==> src/hw/rtl/gps_pkg.sv <==
`timescale 1ns / 1ps
`default_nettype none

package gps_pkg;

    // Field widths
    localparam int TICK_W      = 31;
    localparam int DUR_W       = 12;
    localparam int PATTERN_W   = 16;
    localparam int LEGS        = 4;
    localparam int PHASE_OUT_W = 2;
    localparam int INTO_W      = 12;

    // Phases covered by the contact pattern register
    localparam int PATTERN_PHASES = PATTERN_W / LEGS;

    // Phase count limits and default
    localparam int NUM_PHASES_DEFAULT = 4;
    localparam int PHASE_IDX_W        = 3;

    // Configuration port
    localparam int CFG_DATA_W  = 16;
    localparam int CFG_INDEX_W = 2;

    typedef enum logic [CFG_INDEX_W-1:0] {
        REG_CONTACT = 2'd0,
        REG_STANCE  = 2'd1,
        REG_SWING   = 2'd2
    } cfg_reg_t;

    // Contact legs of one phase; phases past the pattern have no contact
    function automatic logic [LEGS-1:0] legs_of(
        input logic [PATTERN_W-1:0]   pattern,
        input logic [PHASE_IDX_W-1:0] idx
    );
        logic [LEGS-1:0] legs;
        legs = '0;
        if (idx < PHASE_IDX_W'(PATTERN_PHASES))
        begin
            legs = pattern[{idx[1:0], 2'b00} +: LEGS];
        end
        return legs;
    endfunction

endpackage

`default_nettype wire

==> src/hw/rtl/gps_if.sv <==
`timescale 1ns / 1ps
`default_nettype none

// Tick input channel
interface gps_tick_if;
    logic                      valid;
    logic                      ready;
    logic [gps_pkg::TICK_W-1:0] tick_count;

    modport source (output valid, output tick_count, input ready);
    modport sink   (input valid, input tick_count, output ready);
endinterface

// Result output channel
interface gps_result_if;
    logic                           valid;
    logic                           ready;
    logic [gps_pkg::PHASE_OUT_W-1:0] phase_number;
    logic [gps_pkg::INTO_W-1:0]      ticks_into_phase;
    logic [gps_pkg::LEGS-1:0]        contact_mask;

    modport source (output valid, output phase_number, output ticks_into_phase,
                    output contact_mask, input ready);
    modport sink   (input valid, input phase_number, input ticks_into_phase,
                    input contact_mask, output ready);
endinterface

`default_nettype wire

==> src/hw/rtl/gps_cfg.sv <==
`timescale 1ns / 1ps
`default_nettype none

module gps_cfg #(
    parameter int NUM_PHASES = gps_pkg::NUM_PHASES_DEFAULT,
    parameter int CYC_W      = gps_pkg::DUR_W + 2
) (
    input  wire logic                               clk,
    input  wire logic                               rst_n,
    input  wire logic                               wr_en,
    input  wire logic [gps_pkg::CFG_INDEX_W-1:0]    wr_index,
    input  wire logic [gps_pkg::CFG_DATA_W-1:0]     wr_data,
    output logic [gps_pkg::PATTERN_W-1:0]           pattern,
    output logic [gps_pkg::DUR_W-1:0]               stance,
    output logic [gps_pkg::DUR_W-1:0]               swing,
    output logic [NUM_PHASES-1:0][CYC_W-1:0]        starts,
    output logic [NUM_PHASES-1:0][CYC_W-1:0]        ends,
    output logic [CYC_W-1:0]                        cycle_len,
    output logic                                    cycle_zero,
    output logic                                    settle
);

    logic [gps_pkg::PATTERN_W-1:0]    pattern_reg;
    logic [gps_pkg::DUR_W-1:0]        stance_reg;
    logic [gps_pkg::DUR_W-1:0]        swing_reg;
    logic [NUM_PHASES-1:0][CYC_W-1:0] starts_reg, starts_next;
    logic [NUM_PHASES-1:0][CYC_W-1:0] ends_reg, ends_next;
    logic                             settle_reg;

    // Register writes
    always_ff @(posedge clk or negedge rst_n)
    begin
        if (!rst_n)
        begin
            pattern_reg <= '0;
            stance_reg  <= gps_pkg::DUR_W'(1);
            swing_reg   <= gps_pkg::DUR_W'(1);
        end
        else if (wr_en)
        begin
            unique case (wr_index)
                gps_pkg::REG_CONTACT: pattern_reg <= wr_data;
                gps_pkg::REG_STANCE:  stance_reg  <= wr_data[gps_pkg::DUR_W-1:0];
                gps_pkg::REG_SWING:   swing_reg   <= wr_data[gps_pkg::DUR_W-1:0];
                default: ;
            endcase
        end
    end

    // Phase boundaries: running sum of phase durations
    always_comb
    begin
        logic [CYC_W-1:0] acc;
        logic [CYC_W-1:0] dur;
        acc = '0;
        for (int p = 0; p < NUM_PHASES; p++)
        begin
            if (gps_pkg::legs_of(pattern_reg, gps_pkg::PHASE_IDX_W'(p)) == '1)
                dur = CYC_W'(stance_reg);
            else
                dur = CYC_W'(swing_reg);
            starts_next[p] = acc;
            acc            = acc + dur;
            ends_next[p]   = acc;
        end
    end

    // Boundaries are registered from the settings registers; input is held off while they catch up
    always_ff @(posedge clk)
    begin
        starts_reg <= starts_next;
        ends_reg   <= ends_next;
    end

    // Hold input off while the boundaries catch up with reset or a write
    always_ff @(posedge clk or negedge rst_n)
    begin
        if (!rst_n)
            settle_reg <= 1'b1;
        else
            settle_reg <= wr_en;
    end

    assign pattern    = pattern_reg;
    assign stance     = stance_reg;
    assign swing      = swing_reg;
    assign starts     = starts_reg;
    assign ends       = ends_reg;
    assign cycle_len  = ends_reg[NUM_PHASES-1];
    assign cycle_zero = (ends_reg[NUM_PHASES-1] == '0);
    assign settle     = settle_reg;

endmodule

`default_nettype wire

==> src/hw/rtl/gps_cell.sv <==
`timescale 1ns / 1ps
`default_nettype none

// One restoring remainder step: brings in one tick bit per cell
module gps_cell #(
    parameter int CYC_W = gps_pkg::DUR_W + 2
) (
    input  wire logic                       clk,
    input  wire logic                       rst_n,
    input  wire logic [CYC_W-1:0]           cycle_len,
    input  wire logic                       up_valid,
    output logic                            up_ready,
    input  wire logic [CYC_W-1:0]           rem_up,
    input  wire logic [gps_pkg::TICK_W-1:0] dvd_up,
    output logic                            dn_valid,
    input  wire logic                       dn_ready,
    output logic [CYC_W-1:0]                rem_dn,
    output logic [gps_pkg::TICK_W-1:0]      dvd_dn
);

    logic                       valid_reg;
    logic [CYC_W-1:0]           rem_reg, rem_next;
    logic [gps_pkg::TICK_W-1:0] dvd_reg, dvd_next;
    logic [CYC_W:0]             trial;

    // Shift in the next dividend bit, subtract when it fits
    always_comb
    begin
        trial = {rem_up, dvd_up[gps_pkg::TICK_W-1]};
        if (trial >= {1'b0, cycle_len})
            rem_next = CYC_W'(trial - {1'b0, cycle_len});
        else
            rem_next = CYC_W'(trial);
        dvd_next = {dvd_up[gps_pkg::TICK_W-2:0], 1'b0};
    end

    assign up_ready = !valid_reg || dn_ready;

    always_ff @(posedge clk or negedge rst_n)
    begin
        if (!rst_n)
            valid_reg <= 1'b0;
        else if (up_ready)
            valid_reg <= up_valid;
    end

    always_ff @(posedge clk)
    begin
        if (up_valid && up_ready)
        begin
            rem_reg <= rem_next;
            dvd_reg <= dvd_next;
        end
    end

    assign dn_valid = valid_reg;
    assign rem_dn   = rem_reg;
    assign dvd_dn   = dvd_reg;

endmodule

`default_nettype wire

==> src/hw/rtl/gps_locate.sv <==
`timescale 1ns / 1ps
`default_nettype none

// Phase search on the reduced tick and the output register
module gps_locate #(
    parameter int NUM_PHASES = gps_pkg::NUM_PHASES_DEFAULT,
    parameter int CYC_W      = gps_pkg::DUR_W + 2
) (
    input  wire logic                          clk,
    input  wire logic                          rst_n,
    input  wire logic                          up_valid,
    output logic                               up_ready,
    input  wire logic [CYC_W-1:0]              pos,
    input  wire logic                          cycle_zero,
    input  wire logic [NUM_PHASES-1:0][CYC_W-1:0] starts,
    input  wire logic [NUM_PHASES-1:0][CYC_W-1:0] ends,
    input  wire logic [gps_pkg::PATTERN_W-1:0] pattern,
    gps_result_if.source                       results
);

    localparam int PH_W = (NUM_PHASES > 1) ? $clog2(NUM_PHASES) : 1;

    logic [PH_W-1:0]                 sel;
    logic [gps_pkg::INTO_W-1:0]      into_next;
    logic                            valid_reg;
    logic [gps_pkg::PHASE_OUT_W-1:0] phase_reg;
    logic [gps_pkg::INTO_W-1:0]      into_reg;
    logic [gps_pkg::LEGS-1:0]        mask_reg;

    // First phase whose end lies past the position
    always_comb
    begin
        sel = '0;
        for (int p = NUM_PHASES - 1; p >= 0; p--)
        begin
            if (pos < ends[p])
                sel = PH_W'(p);
        end
        if (cycle_zero)
            sel = '0;
        into_next = cycle_zero ? '0 : gps_pkg::INTO_W'(pos - starts[sel]);
    end

    assign up_ready = !valid_reg || results.ready;

    always_ff @(posedge clk or negedge rst_n)
    begin
        if (!rst_n)
            valid_reg <= 1'b0;
        else if (up_ready)
            valid_reg <= up_valid;
    end

    always_ff @(posedge clk)
    begin
        if (up_valid && up_ready)
        begin
            phase_reg <= gps_pkg::PHASE_OUT_W'(sel);
            into_reg  <= into_next;
            mask_reg  <= gps_pkg::legs_of(pattern, gps_pkg::PHASE_IDX_W'(sel));
        end
    end

    assign results.valid            = valid_reg;
    assign results.phase_number     = phase_reg;
    assign results.ticks_into_phase = into_reg;
    assign results.contact_mask     = mask_reg;

endmodule

`default_nettype wire

==> src/hw/rtl/gait_phase_scheduler.sv <==
// Pipeline: 31 remainder cells, one per tick bit, the first loaded as a tick is
//   accepted, followed by the phase search register.
// Throughput: one tick per cycle unless output stalls; every stage has its own valid
//   bit, so bubbles are squeezed out in a stall. Input is held off after each write.
// Reset: asynchronous, active low; clears all valid bits, restores an empty contact
//   pattern with unit stance and swing, and holds input off while boundaries settle.
`timescale 1ns / 1ps
`default_nettype none

module gait_phase_scheduler #(
    parameter int NUM_PHASES = gps_pkg::NUM_PHASES_DEFAULT
) (
    input  wire logic                            clk,
    input  wire logic                            rst_n,
    gps_tick_if.sink                             ticks,
    gps_result_if.source                         results,
    input  wire logic                            wr_en,
    input  wire logic [gps_pkg::CFG_INDEX_W-1:0] wr_index,
    input  wire logic [gps_pkg::CFG_DATA_W-1:0]  wr_data
);

    localparam int CYC_W = gps_pkg::DUR_W + ((NUM_PHASES > 1) ? $clog2(NUM_PHASES) : 0);
    localparam int NCELL = gps_pkg::TICK_W;

    logic [gps_pkg::PATTERN_W-1:0]    pattern;
    logic [gps_pkg::DUR_W-1:0]        stance;
    logic [gps_pkg::DUR_W-1:0]        swing;
    logic [NUM_PHASES-1:0][CYC_W-1:0] starts;
    logic [NUM_PHASES-1:0][CYC_W-1:0] ends;
    logic [CYC_W-1:0]                 cycle_len;
    logic                             cycle_zero;
    logic                             settle;

    logic                       valid_c [0:NCELL];
    logic                       ready_c [0:NCELL];
    logic [CYC_W-1:0]           rem_c   [0:NCELL];
    logic [gps_pkg::TICK_W-1:0] dvd_c   [0:NCELL];

    gps_cfg #(
        .NUM_PHASES (NUM_PHASES),
        .CYC_W      (CYC_W)
    ) u_cfg (
        .clk        (clk),
        .rst_n      (rst_n),
        .wr_en      (wr_en),
        .wr_index   (wr_index),
        .wr_data    (wr_data),
        .pattern    (pattern),
        .stance     (stance),
        .swing      (swing),
        .starts     (starts),
        .ends       (ends),
        .cycle_len  (cycle_len),
        .cycle_zero (cycle_zero),
        .settle     (settle)
    );

    // Head of the remainder chain; closed while the boundaries settle
    assign valid_c[0]  = ticks.valid && !settle;
    assign ticks.ready = ready_c[0] && !settle;
    assign rem_c[0]    = '0;
    assign dvd_c[0]    = ticks.tick_count;

    // Chain of remainder cells
    for (genvar i = 0; i < NCELL; i++)
    begin : g_cell
        gps_cell #(
            .CYC_W (CYC_W)
        ) u_cell (
            .clk       (clk),
            .rst_n     (rst_n),
            .cycle_len (cycle_len),
            .up_valid  (valid_c[i]),
            .up_ready  (ready_c[i]),
            .rem_up    (rem_c[i]),
            .dvd_up    (dvd_c[i]),
            .dn_valid  (valid_c[i+1]),
            .dn_ready  (ready_c[i+1]),
            .rem_dn    (rem_c[i+1]),
            .dvd_dn    (dvd_c[i+1])
        );
    end

    gps_locate #(
        .NUM_PHASES (NUM_PHASES),
        .CYC_W      (CYC_W)
    ) u_locate (
        .clk        (clk),
        .rst_n      (rst_n),
        .up_valid   (valid_c[NCELL]),
        .up_ready   (ready_c[NCELL]),
        .pos        (rem_c[NCELL]),
        .cycle_zero (cycle_zero),
        .starts     (starts),
        .ends       (ends),
        .pattern    (pattern),
        .results    (results)
    );

    // Input backs up only while settling or when every stage is full and the output stalls
    a_full_stall: assert property (@(posedge clk) disable iff (!rst_n)
        !ticks.ready |-> (settle || (results.valid && !results.ready)))
        else $error("input stalled while the pipeline has room");

    // An empty cycle reports phase zero at its start
    a_empty_cycle: assert property (@(posedge clk) disable iff (!rst_n)
        (results.valid && cycle_zero) |->
            (results.phase_number == '0 && results.ticks_into_phase == '0))
        else $error("empty cycle gave a nonzero phase or offset");

    // Offset within a phase stays below the longer phase duration
    a_into_range: assert property (@(posedge clk) disable iff (!rst_n)
        (results.valid && !cycle_zero) |->
            (results.ticks_into_phase < stance || results.ticks_into_phase < swing))
        else $error("ticks into phase exceed both durations");

    // Chained remainder stays below the cycle length
    a_rem_range: assert property (@(posedge clk) disable iff (!rst_n)
        (valid_c[NCELL] && !cycle_zero) |-> (rem_c[NCELL] < cycle_len))
        else $error("remainder not reduced below the cycle length");

endmodule

`default_nettype wire

==> src/flat_wrapper.sv <==
// flat-port wrapper written by rule: the top's interface ports become plain ports
module gait_phase_scheduler_flat 
#(
    parameter int NUM_PHASES = gps_pkg::NUM_PHASES_DEFAULT
)
  (clk, rst_n, wr_en, wr_index, wr_data, ticks_valid, ticks_tick_count, ticks_ready, results_valid, results_phase_number, results_ticks_into_phase, results_contact_mask, results_ready);
  gps_tick_if ticks_i ();
  gps_result_if results_i ();
  input  wire logic clk;
  input  wire logic rst_n;
  input  wire logic wr_en;
  input  wire logic [gps_pkg::CFG_INDEX_W-1:0] wr_index;
  input  wire logic [gps_pkg::CFG_DATA_W-1:0] wr_data;
  input wire logic [$bits(ticks_i.valid)-1:0] ticks_valid;
  input wire logic [$bits(ticks_i.tick_count)-1:0] ticks_tick_count;
  output wire logic [$bits(ticks_i.ready)-1:0] ticks_ready;
  output wire logic [$bits(results_i.valid)-1:0] results_valid;
  output wire logic [$bits(results_i.phase_number)-1:0] results_phase_number;
  output wire logic [$bits(results_i.ticks_into_phase)-1:0] results_ticks_into_phase;
  output wire logic [$bits(results_i.contact_mask)-1:0] results_contact_mask;
  input wire logic [$bits(results_i.ready)-1:0] results_ready;
  assign ticks_i.valid = ticks_valid;
  assign ticks_i.tick_count = ticks_tick_count;
  assign ticks_ready = ticks_i.ready;
  assign results_valid = results_i.valid;
  assign results_phase_number = results_i.phase_number;
  assign results_ticks_into_phase = results_i.ticks_into_phase;
  assign results_contact_mask = results_i.contact_mask;
  assign results_i.ready = results_ready;
  gait_phase_scheduler #(.NUM_PHASES(NUM_PHASES)) u_core (.clk(clk), .rst_n(rst_n), .ticks(ticks_i), .results(results_i), .wr_en(wr_en), .wr_index(wr_index), .wr_data(wr_data));
endmodule
==> config.mk <==
export PLATFORM = sky130hd
export DESIGN_NAME = gait_phase_scheduler_flat
export DESIGN_NICKNAME = d
export VERILOG_FILES = /design/src/hw/rtl/gps_pkg.sv /design/src/hw/rtl/gps_if.sv /design/src/hw/rtl/gps_cfg.sv /design/src/hw/rtl/gps_cell.sv /design/src/hw/rtl/gps_locate.sv /design/src/hw/rtl/gait_phase_scheduler.sv /design/src/flat_wrapper.sv
export SDC_FILE = /design/constraint.sdc
export NUM_CORES = 2
export LEC_CHECK = 0
export BUFFER_PORTS_ARGS = -buffer_cell sky130_fd_sc_hd__buf_2
export CORE_MARGIN = 2
export CORE_UTILIZATION = 55
export CTS_CLUSTER_DIAMETER = 150
export CTS_CLUSTER_SIZE = 24
export DETAILED_ROUTE_END_ITERATION = 8
export GPL_TIMING_DRIVEN = 0
export PLACE_DENSITY_LB_ADDON = 0.3
export SLEW_MARGIN = 0
export SYNTH_ARGS = -nofsm -noshare
export SYNTH_HDL_FRONTEND = slang
export SYNTH_SLANG_ARGS = --single-unit
==> constraint.sdc <==
create_clock -name clk -period 5.6 [get_ports clk]
set_input_delay 0.84 -clock clk [delete_from_list [all_inputs] [get_ports clk]]
set_output_delay 0.84 -clock clk [all_outputs]
set_load 0.1 [all_outputs]
==> results.ini <==
[outcome]
outcome=finished, final reports clean

[cts]
clockRootBuffer=clkbuf_16
cts_sinks=1043
ctsHoldBuffers=0
htreeDepth=2
clock_latency_ps=700
cts_made_buffers=49
tritoncts=built
ctsLongestPathBuffers=3
clk_pin_slew_ps=110

[global_routing]
track_usage_pct=23.2
antenna_found_initial=1
grt_max_degree=55
first_global_vias=39500
grt_pass1_wl_microns=207000
grt-ovfl-total=0

[critical_path]
cp-start-kind=flip-flop
crit_fanout=5
reg2reg_depth=22
end_kind=flip-flop
reg2reg_to=u_core.u_cfg.cycle_len[13]
cp.arrival_ps=5970
r2r_start=u_core.u_cfg.pattern[0]
critical_path_class=flip-flop to flip-flop
crit_end=u_core.u_cfg.cycle_len[13]
startpoint=u_core.u_cfg.pattern[0]
critical_path_required_ps=6190
r2r_setup_slack_ps=220

[die]
core-area_sq_um=107000
die-height_microns=333
ios=74
fp.dieArea_sq_um=111000
num_rows=120
initial_utilization_pct=55.5
die_x_microns=333

[placement]
place.port_buffers=73
placedCellCount=6808
gp_congestion=0.918
dpl_cell_area_sq_um=62400
dp.final_hpwl_microns=96000

[cells_and_area]
fin_area_sq_um=64000
layout-drive-gt1-share_pct=9.69
regArea_sq_um=30400
multi_input_area_sq_um=27800
area_growth_pct=7.52
fin_cells=6904
largest_register_ffs=465
nFillCells=8627
post-route-util_pct=59.7
final_nets=6066
num_antenna_cells=0

[routing]
ant_nets=0
wl_per_cell_microns=18.9
routed_wl_microns=130000
via_per_inst=5.95
drtIter0Drc=3376
num_vias=41100
drc_errors=0
drt_first_pass_iters=8

[synthesis]
async_flop_share_pct=7.00
synth_cell_types=88
ys_ff_latch=1043
syn_nets=5907
ys_warn_count=0
ys.flop_type=edfxtp_1
syn_area_per_cell_sq_um=11.2
syn_area_sq_um=59500
synth_seq_area_share_pct=51.1
synth_edf_count=917
synthCells=5301

[timing]
fmax_ghz=0.186
drv_slew=0
tns_ps=0
max-slew-margin-rel_pct=15.9
fin_crit_ps=5380
hold_viol=0
tightest_slew_ps=1260
post-route-period-util_pct=96.1
rsz0062_at_grt=no
skew_ps=30.2
setup_violations=0

[job]
maxCapViolations=0

[min_path]
hold_path.class=input pin to async pin

[Yosys cell counts (34+ instances only)]
library cell / n / area, sq um
nor2_1: 446 / 1670
dfrtp_1: 70 / 1750
dfxtp_1: 53 / 1060
a21oi_1: 354 / 1770
a21o_1: 56 / 420
nand3_1: 39 / 195
nand2b_1: 66 / 413
or3_1: 74 / 463
or2_2: 46 / 288
o211ai_1: 36 / 270
xor2_1: 176 / 1540
nor3_1: 73 / 365
buf_2: 60 / 300
a211oi_1: 62 / 465
edfxtp_1: 917 / 27500
nand2_1: 499 / 1870
fa_1: 34 / 681
xnor2_1: 74 / 648
mux2_2: 117 / 1320
inv_1: 300 / 1130
o21ai_0: 352 / 1760
o31ai_1: 64 / 480
o21a_1: 93 / 698
nand4_1: 92 / 576
o21ai_1: 42 / 210
ha_1: 518 / 6480
nor2b_1: 93 / 582
[cell type report]
class                           count  area share, %
Clock buffer                       87           2.14
Sequential cell                  1043           47.6
Inverter                          300           1.80
Clock inverter                      5          0.151
Buffer                             73          0.579
Tap cell                         1403           2.74
Multi-Input combinational cell   3883           43.4
Timing Repair Buffer              110           1.61
[worst min path at each step]
stage,end,slack (ps),depth (start not counted)
after global routing,u_core.g_cell[10].u_cell.dn_valid,40,1
after floorplan,u_core.g_cell[10].u_cell.dvd_dn[11],400,0
final,u_core.g_cell[10].u_cell.dn_valid,60,1
after global placement,u_core.g_cell[7].u_cell.dvd_dn[20],400,0
after CTS,u_core.g_cell[10].u_cell.dn_valid,10,1
after detailed placement,u_core.g_cell[10].u_cell.dvd_dn[22],400,0
[worst max-delay path: stages (launching register included)]
cell      delay (ps)
dfrtp_1          430
nand4_1          190
mux2_2           400
ha_1             230
fa_2             360
a21o_1           210
a21oi_2          170
xnor2_1          180
ha_1             320
and3_1           210
a221o_1          370
o211a_1          240
o21a_1           190
o21ai_2          170
nand2b_1          90
a21oi_2          200
xnor2_2          190
ha_4             270
and3_1           170
a211o_1          330
nand2b_1          80
mux2i_1           60
a32o_1           200
[cell usage in the layout (no fill, tap or decap), drive strengths merged, types with 93 or more instances in the layout]
| cell type | count |
|---|---|
| a21oi | 356 |
| buf | 177 |
| clkbuf | 93 |
| edfxtp | 917 |
| ha | 518 |
| inv | 301 |
| mux2 | 129 |
| nand2 | 499 |
| nand4 | 93 |
| nor2 | 446 |
| nor2b | 93 |
| o21a | 93 |
| o21ai | 394 |
| xor2 | 176 |
[routing by layer]
| layer | vias to the layer above | track usage [%] | share of wire (%) |
|---|---|---|---|
| met1 | 19600 | 31.4 | 44 |
| met5 | - | 0 | 0.010 |
| met4 | 2 | 7.88 | 3.4 |
| met3 | 234 | 2.41 | 5.0 |
| li1 | 20100 | - | - |
| met2 | 1051 | 38.9 | 47 |
[cell families after synthesis]
logic type | share of synthesized area (%)
AOI/OAI and AO/OA | 15.1
xor gates and xnor gates | 3.72
adders and majority gates | 12.0
buffers and inverters | 2.51
DFF | 51.1
muxes | 2.93
and+or+nand+nor | 12.6
[repair_timing]
item                                    in CTS  in global routing
resized for setup                            7                 29
endpoints found under the setup margin       9                  2
setup buffers                                5                  1
gates cloned                                 0                  0
pin swaps                                    1                  2
[per-stage QoR]
stage / hold slack, ps / worst slack, ps
6_report: 59.8 / 221
5_1_grt: 40.1 / 6.00
4_1_cts: 10.4 / 1.41
2_1_floorplan: 400 / 247
3_5_place_dp: 405 / -1170
3_3_place_gp: 400 / -2170
Power is not shown: default switching activity piles up to over one toggle a cycle in this logic, so the estimate is an artifact.
